**config.mk**
```make
export PLATFORM = sky130hd
export DESIGN_NAME = scroll_rect_geometry
export DESIGN_NICKNAME = d
export VERILOG_FILES = /design/src/hdl/srg_pkg.sv /design/src/hdl/srg_geom.sv /design/src/hdl/srg_emit.sv /design/src/hdl/scroll_rect_geometry.sv
export SDC_FILE = /design/constraint.sdc
export NUM_CORES = 1
export LEC_CHECK = 0
export BUFFER_PORTS_ARGS = -buffer_cell sky130_fd_sc_hd__buf_2
export CAP_MARGIN = 20
export CORE_MARGIN = 1
export CORE_UTILIZATION = 25
export DETAILED_ROUTE_END_ITERATION = 16
export SLEW_MARGIN = 40
export SYNTH_ARGS = -nofsm -noshare
export SYNTH_HDL_FRONTEND = slang
export SYNTH_SLANG_ARGS = --single-unit
```
**constraint.sdc**
```tcl
create_clock -name clk -period 12.5 [get_ports clk]
set_input_delay 1.875 -clock clk [delete_from_list [all_inputs] [get_ports clk]]
set_output_delay 1.875 -clock clk [all_outputs]
set_load 0.05 [all_outputs]
```
**src/hdl/srg_pkg.sv**
```systemverilog
package srg_pkg;

  // Result kinds, in the order they leave the block.
  localparam logic [1:0] KIND_DIRTY0 = 2'd0;
  localparam logic [1:0] KIND_DIRTY1 = 2'd1;
  localparam logic [1:0] KIND_SRC    = 2'd2;
  localparam logic [1:0] KIND_DST    = 2'd3;

  typedef struct packed {
    logic signed [15:0] x;
    logic signed [15:0] y;
    logic [14:0]        w;
    logic [14:0]        h;
  } rect_t;

  // One scroll request: the rectangle and the offset.
  typedef struct packed {
    rect_t              r;
    logic signed [15:0] dx;
    logic signed [15:0] dy;
  } item_t;

  // Everything one request produces, indexed by kind.
  typedef struct packed {
    rect_t [3:0] r;
    logic        four;
  } geom_t;

  // An empty rectangle always reads as all zero.
  function automatic rect_t mk_rect(logic [15:0] x, logic [15:0] y,
                                    logic [14:0] w, logic [14:0] h);
    rect_t res;
    if (w == 15'd0 || h == 15'd0) begin
      res = '0;
    end else begin
      res.x = x;
      res.y = y;
      res.w = w;
      res.h = h;
    end
    return res;
  endfunction

endpackage

```
**src/hdl/srg_geom.sv**
```systemverilog
module srg_geom (
  input  srg_pkg::item_t item,
  output srg_pkg::geom_t geom
);

  logic [16:0] dxe, dye, ax, ay;
  logic        dx_pos, dy_pos, dx_nz, dy_nz, full;
  logic [15:0] rx, ry, rw16, rh16, ax16, ay16;
  logic [15:0] hy, vx, vy, bx, by;
  logic [14:0] vw, vh, bw, bh;
  srg_pkg::rect_t hrect, vrect;

  always_comb begin
    dxe    = {item.dx[15], item.dx};
    dye    = {item.dy[15], item.dy};
    ax     = item.dx[15] ? (17'd0 - dxe) : dxe;
    ay     = item.dy[15] ? (17'd0 - dye) : dye;
    dx_nz  = (item.dx != 16'sd0);
    dy_nz  = (item.dy != 16'sd0);
    dx_pos = dx_nz && !item.dx[15];
    dy_pos = dy_nz && !item.dy[15];
    full   = (ax >= {2'b00, item.r.w}) || (ay >= {2'b00, item.r.h});

    rx   = item.r.x;
    ry   = item.r.y;
    rw16 = {1'b0, item.r.w};
    rh16 = {1'b0, item.r.h};
    ax16 = ax[15:0];
    ay16 = ay[15:0];

    // Strips and overlap; only meaningful on a partial scroll, where the
    // magnitudes are below the rectangle's size.
    hy = dy_pos ? ry : (ry + rh16 - ay16);
    vx = dx_pos ? rx : (rx + rw16 - ax16);
    vy = dy_pos ? (ry + ay16) : ry;
    vw = ax[14:0];
    vh = item.r.h - ay[14:0];
    bw = item.r.w - ax[14:0];
    bh = item.r.h - ay[14:0];
    bx = rx + (dx_pos ? item.dx : 16'sd0);
    by = ry + (dy_pos ? item.dy : 16'sd0);

    hrect = srg_pkg::mk_rect(rx, hy, item.r.w, ay[14:0]);
    vrect = srg_pkg::mk_rect(vx, vy, vw, vh);

    geom = '0;
    if (!dx_nz && !dy_nz) begin
      geom.four = 1'b0;
    end else if (full) begin
      geom.r[srg_pkg::KIND_DIRTY0] = srg_pkg::mk_rect(rx, ry, item.r.w, item.r.h);
      geom.four = 1'b0;
    end else begin
      if (dy_nz) begin
        geom.r[srg_pkg::KIND_DIRTY0] = hrect;
        geom.r[srg_pkg::KIND_DIRTY1] = vrect;
      end else begin
        geom.r[srg_pkg::KIND_DIRTY0] = vrect;
      end
      geom.r[srg_pkg::KIND_SRC] = srg_pkg::mk_rect(bx - item.dx, by - item.dy, bw, bh);
      geom.r[srg_pkg::KIND_DST] = srg_pkg::mk_rect(bx, by, bw, bh);
      geom.four = 1'b1;
    end
  end

endmodule

```
**src/hdl/srg_emit.sv**
```systemverilog
module srg_emit (
  input  logic               clk,
  input  logic               rst,
  input  logic               load_valid,
  output logic               load_ready,
  input  srg_pkg::geom_t     load_geom,
  output logic               out_valid,
  input  logic               out_ready,
  output logic [1:0]         kind,
  output srg_pkg::rect_t     rect,
  output logic               last
);

  srg_pkg::geom_t held;
  logic           busy;
  logic [1:0]     idx;
  logic           done;

  always_comb begin
    out_valid  = busy;
    kind       = idx;
    rect       = held.r[idx];
    last       = held.four ? (idx == srg_pkg::KIND_DST) : (idx == srg_pkg::KIND_DIRTY1);
    done       = busy && out_ready && last;
    load_ready = !busy || done;
  end

  always_ff @(posedge clk) begin
    if (rst) begin
      busy <= 1'b0;
      idx  <= srg_pkg::KIND_DIRTY0;
    end else if (load_valid && load_ready) begin
      busy <= 1'b1;
      idx  <= srg_pkg::KIND_DIRTY0;
    end else if (done) begin
      busy <= 1'b0;
      idx  <= srg_pkg::KIND_DIRTY0;
    end else if (busy && out_ready) begin
      idx <= idx + 2'd1;
    end
  end

  always_ff @(posedge clk) begin
    if (load_valid && load_ready) begin
      held <= load_geom;
    end
  end

endmodule

```
**src/hdl/scroll_rect_geometry.sv**
```systemverilog
// Channel   Handshake             Payload
// input     in_valid / in_ready   rect_x rect_y rect_w rect_h shift_x shift_y
// output    out_valid / out_ready kind out_x out_y out_w out_h last
//
// A request is held in the input register, its four rectangles are computed
// combinationally and loaded into the result buffer, which then sends one
// rectangle per cycle while out_ready is high: two for a zero offset or a full
// redraw, four for a partial scroll. Sustained rate is therefore set by the
// single result port, and a held request loads as the last result leaves.
// A request passes the input register, then the result buffer. Reset (rst,
// synchronous) empties both. A stalled output holds its result while the
// input register can still take one more request.
module scroll_rect_geometry (
  input  logic               clk,
  input  logic               rst,
  input  logic               in_valid,
  output logic               in_ready,
  input  logic signed [15:0] rect_x,
  input  logic signed [15:0] rect_y,
  input  logic [14:0]        rect_w,
  input  logic [14:0]        rect_h,
  input  logic signed [15:0] shift_x,
  input  logic signed [15:0] shift_y,
  output logic               out_valid,
  input  logic               out_ready,
  output logic [1:0]         kind,
  output logic signed [15:0] out_x,
  output logic signed [15:0] out_y,
  output logic [14:0]        out_w,
  output logic [14:0]        out_h,
  output logic               last
);

  // Input register: one request waiting for the result buffer.
  srg_pkg::item_t item;
  logic           item_valid;
  srg_pkg::geom_t geom;
  logic           load_ready;
  srg_pkg::rect_t rect;

  // The register frees up in the same cycle its contents move into the
  // result buffer, so back-to-back transfers are possible.
  assign in_ready = !item_valid || load_ready;

  always_ff @(posedge clk) begin
    if (rst) begin
      item_valid <= 1'b0;
    end else if (in_valid && in_ready) begin
      item_valid <= 1'b1;
    end else if (load_ready) begin
      item_valid <= 1'b0;
    end
  end

  always_ff @(posedge clk) begin
    if (in_valid && in_ready) begin
      item.r.x <= rect_x;
      item.r.y <= rect_y;
      item.r.w <= rect_w;
      item.r.h <= rect_h;
      item.dx  <= shift_x;
      item.dy  <= shift_y;
    end
  end

  // All geometry for the held request, in one pass of adds and compares.
  srg_geom u_geom (
    .item (item),
    .geom (geom)
  );

  // Result buffer and sequencer over the rectangles of one request.
  srg_emit u_emit (
    .clk        (clk),
    .rst        (rst),
    .load_valid (item_valid),
    .load_ready (load_ready),
    .load_geom  (geom),
    .out_valid  (out_valid),
    .out_ready  (out_ready),
    .kind       (kind),
    .rect       (rect),
    .last       (last)
  );

  assign out_x = rect.x;
  assign out_y = rect.y;
  assign out_w = rect.w;
  assign out_h = rect.h;

endmodule

```
* After elaboration in Yosys (flattened, before gate mapping)
Cells that the tools add are included.
Cells by class: bitwise gates (word level) 1, add/subtract/negate cells 14, reduce and logical (&&, ||, !) cells 33, order comparisons 3, equality and inequality tests 2, muxes and demuxes 19
Operators by type and width (number):
- 62-bit two-way mux | 5
- 62-bit binary-select mux with 2-bit select | 1
- 15-bit logical NOT | 6
- 16-bit two-way mux | 5
- 16-bit subtractor | 4
- 63-bit two-way mux | 1
- 16-bit adder | 3
- 17-bit by 15-bit >= comparator with 1-bit output | 2
- 17-bit two-way mux | 2
- 1-bit by 16-bit subtractor with 17-bit output, first input constant | 2
- 16-bit by 15-bit adder with 16-bit output | 2
- 16-bit nonzero test | 2
- 15-bit subtractor | 2
- 3-bit OR reduction | 3
- 1-bit logical AND | 7
- 1-bit logical OR | 7
- 1-bit logical NOT | 6
- 1-bit two-way mux | 5
- 2-bit nonzero test | 2
- 2-bit by 3-bit less-than comparator with 1-bit output, second input constant | 1
- 2-bit by 1-bit adder with 2-bit output, second input constant | 1
- 2-bit by 1-bit equality test with 1-bit output, second input constant | 1
- 2-bit equality test, second input constant | 1
- 1-bit NOT | 1
Storage, ports and cells: word-level logic and storage cells 96, bits of input ports 98, output and inout bits 67, flip-flop bits (word level) 317

* Depth between registers and ports, before layout
depth in word-level cells 8, gate-level depth with buffers 27, mapped depth without buffers 24

* By module
From an unflattened synthesis, not the netlist that was laid out.
Unflattened totals: cells, all modules 2098, area, all modules 23162.2 sq um
Modules (own cells, without submodules):
- srg_geom | area each 11123.2 sq um, cells an instance 1655, instances 1
- srg_emit | area each 9161.3 sq um, cells an instance 344, instances 1
- scroll_rect_geometry | area each 2877.8 sq um, cells an instance 99, instances 1

* Least setup slack after synthesis
No wires, ideal clock.
path type input to register, from input port out_ready, to register u_emit.held[0] (netlist name) (enable), setup slack 0.008 ns, library setup time 0.829 ns, data required time 11.671 ns, stages on the path 2, arrival time 11.663 ns, cells stage by stage a21boi_0 nor2b_1
Between the ends: cells in the longest elaborated chain, start to end 4
Ends and longest elaborated chain:
- start: declaration | line scroll_rect_geometry.sv:25 | input logic out_ready,
- 1-bit logical AND (2 in series) | line srg_emit.sv:24 | done = busy && out_ready && last;
- 1-bit logical OR | line srg_emit.sv:25 | load_ready = !busy || done;
- 1-bit logical AND | line srg_emit.sv:44 | if (load_valid && load_ready) begin
- end signal: assignment | line srg_emit.sv:45 | held <= load_geom;
- end: declaration | line srg_emit.sv:14 | srg_pkg::geom_t held;
Every way passes these cells. A chain may end at the register's enable or synchronous reset.

* Final worst setup path
from register item[0] (netlist name), to register u_emit.held[170] (netlist name) (data pin)
Between the ends: elaborated cells on any way between the ends 15, classes of those cells add/sub: 4; order compare: 1; mux: 2; reduce/logical: 8
RTL lines:
- 16-bit nonzero test | line srg_geom.sv:19 | dy_nz = (item.dy != 16'sd0);
- 1-bit logical AND | line srg_geom.sv:21 | dy_pos = dy_nz && !item.dy[15];
- 16-bit two-way mux (*) | line srg_geom.sv:41 | by = ry + (dy_pos ? item.dy : 16'sd0);
- 16-bit adder (*) | line srg_geom.sv:41
- via u_geom.by[8] | line srg_geom.sv:9 | logic [15:0] hy, vx, vy, bx, by;
- 16-bit subtractor (*) | line srg_geom.sv:59 | geom.r[srg_pkg::KIND_SRC] = srg_pkg::mk_rect(bx - item.dx, by - item.dy, bw, bh);
Mark *: on every way through the listed nets, which the timed path passes. The rest lies on a longest branch.

==> flow_summary.toml <==
[synthesis]
yosysWarningCount = 0
synth_edf_count = 313
synth-simple-area-share = 0.135
synth-seq-cells = 317
synthCells = 2081
synth_compound_area_frac = 0.157
async_flop_share = 0
synth_top_family_by_area = "compound AO/OA/AOI/OAI gates"
synthTopCellsByCount = "313 x edfxtp_1, 220 x nor2_1, 167 x ha_1, 149 x inv_1, 136 x nand2_1"
syn_area_um2 = 21700
synthTopCellsByArea = "edfxtp_1 43%, ha_1 9.6%, xnor2_1 4.1%, nor2_1 3.8%, mux4_2 3.3%"
syn_avg_cell_area_um2 = 10.5
syn_nets = 2381
yosysTopAreaCell = "edfxtp_1"
muxShareOfSynthArea = 0.0498
seq_area_frac_synth = 0.436
synth-xor-area-share = 0.0540
yosysMostFrequentCell = "edfxtp_1"
post_synth_fa_ha_maj_area_fraction = 0.128
synth.top_cell.area_share = 0.432
synth_flop_cell = "edfxtp_1"
synth_cell_type_count = 82

[route]
routedWlPerCell_um = 19.4
drt_iter0_drc = 1239
drc_errors = 0
vias = 16700
postRouteWirelength_um = 66300
dr.pass1.iters = 5
via_per_inst = 4.89
ant_nets = 0

[place]
gp_congestion = 0.913
postPlaceCellArea_um2 = 23900
place_ws_ns = 5.70
dp_hpwl_um = 50600
portBuffers = 164
dp_cells = 3337

[worst_setup_path]
end_kind = "flip-flop"
critPathKind = "flip-flop to flip-flop"
worstPathArrival_ns = 7.15
worst-path-max-fanout = 33
cp_data_required_time_ns = 12.79
start_kind = "flip-flop"

[sta]
min_period_ns = 6.86
final.setup.tns_ns = 0
worst_slew_pin_slew_ns = 0.869
fmax_mhz = 146
relSlewSlack = 0.418
finalCritPeriodShare = 0.549
setup_viol = 0
drv_slew = 0
hold_ws_ns = 0.521
clock_skew_ns = 0.0217
rsz0062_at_grt = "no"
finalHoldViolations = 0
worst_slack_ns = 5.64

[floorplanning]
core_um2 = 85700
fp.dieH_um = 297
dieArea_um2 = 88200
pin_count = 165
initial_core_util = 0.254
rows = 107
die_w_um = 297

[global_routing]
antenna_found_initial = 21
grt_max_degree = 88
grt_use_total = 0.147
grt_pass1_wl_um = 100000
grt_pass1_vias = 16300
grt_remaining_overflow = 0

[pwr]
vdd_drop_max_v = 0.0000829
design_power_total_mw = 3.72
p_per_area_nw_per_um2 = 148
p_leak_nw = 9.81

[clock_network]
post-cts-setup-buffer-count = 0
cts_tree = "built"
clkLatencyLatePin_ns = 0.57
holdBufCountCts = 0
clock_path_buffers = 3
root_buffer = "clkbuf_16"
cts_max_level = 2
cts_buffers = 38
clkTransAtPathRegs_ns = 0.07
ctsResizeCount = 0
cts.sinks = 317

[cells_and_area]
design_area_um2 = 25200
multiInputGateArea_um2 = 11400
layout-drive-gt1-share = 0.138
fillerInstances = 8901
final_cells = 3413
final_util = 0.294
layout.nets = 2533
syn_to_final_growth_pct = 15.8
seq_area_um2 = 9490

[job]
maxCapViolCount = 0

[min_path]
hold_path.class = "flip-flop to flip-flop"

[status]
status = "complete, no violations"
[path summary, 6_finish.rpt]
| path | startpoint | end | slack, ns | cells past startpoint |
|---|---|---|---|---|
| worst max-delay path | item[0]$_DFFE_PP_ | u_emit.held[170]$_SDFFCE_PP0P_ | 5.64 | 24 |
| worst min-delay path | item_valid$_SDFFE_PP0P_ | u_emit.out_valid$_SDFFE_PP0P_ | 0.52 | 2 |
| worst max register to register | item[0]$_DFFE_PP_ | u_emit.held[170]$_SDFFCE_PP0P_ | 5.64 | 24 |
| worst min register to register | item_valid$_SDFFE_PP0P_ | u_emit.out_valid$_SDFFE_PP0P_ | 0.52 | 2 |
[layer usage]
| metal | part of all wire | global-route usage | vias up |
|---|---|---|---|
| met5 | 0.0024 | 0 | - |
| met1 | 0.46 | 0.201 | 8073 |
| met3 | 0.064 | 0.0317 | 118 |
| met4 | 0.033 | 0.0522 | 28 |
| li1 | - | - | 8010 |
| met2 | 0.44 | 0.229 | 468 |
[power by group]
part | switching (mW) | total [mW] | internal (mW)
sequential | 0.0570 | 1.36 | 1.30
combinational | 0.786 | 1.26 | 0.469
clock | 0.482 | 1.10 | 0.623
[sequential cells by signal, summed over array words and instances, names as in the netlist]
signal and flops:
u_emit.held 219, item_valid 1, u_emit.kind 2, item 94, u_emit.out_valid 1
[area by class of cell]
class,count,area share
Antenna cell,7,0.000696
Clock buffer,44,0.0395
Clock inverter,25,0.00924
Inverter,150,0.0224
Multi-Input combinational cell,1539,0.454
Sequential cell,317,0.377
Tap cell,1144,0.0568
Timing Repair Buffer,187,0.0402
[cells in the final DEF, fill, tap and decap left out, drive strengths merged, types with 11 or more instances in the layout]
cell type and n:
fa 35, inv 152, o21bai 18, nand3 33
nand2 136, or3 23, o2bb2ai 14, nor4 14
a21oi 127, buf 187, xor2 32, clkbuf 44
mux4 32, a31oi 20, nor2 220, a211oi 25
edfxtp 313, xnor2 102, o22ai 18, nand4 16
o31ai 13, clkinv 16, ha 167, and2 17
nand2b 12, and3 19, or2 14, mux2i 35
o41ai 11, a21o 29, nor2b 26, o21a 19
o21ai 123, nor3 64, o211a 24
[critical path, stage by stage (launching register included)]
cell and delay [ns]:
edfxtp_1 0.53, inv_1 0.20, ha_1 0.25, nand2b_1 0.14
or3_1 0.41, or4_1 0.69, nand2_1 0.19, buf_4 0.37
nor2_1 0.13, fa_1 0.42, a21o_1 0.18, a21oi_1 0.24
o21bai_1 0.12, a211o_1 0.34, a31oi_1 0.20, xnor2_1 0.12
ha_1 0.37, nand3_1 0.09, a211oi_1 0.27, nor3_1 0.14
o41ai_1 0.61, a31oi_1 0.18, xnor2_1 0.19, xnor2_1 0.13
nor2_1 0.05
[logic make-up (layout without fill, tap and decap cells)]
group	count (synthesis)	in the layout
and+or+nand+nor	621	621
other	0	7
AOI/OAI and AO/OA	514	514
muxes	68	68
DFF	317	317
buffers and inverters	225	406
xor gates and xnor gates	134	134
adders and majority gates	202	202
(Power assumes the default switching activity.)
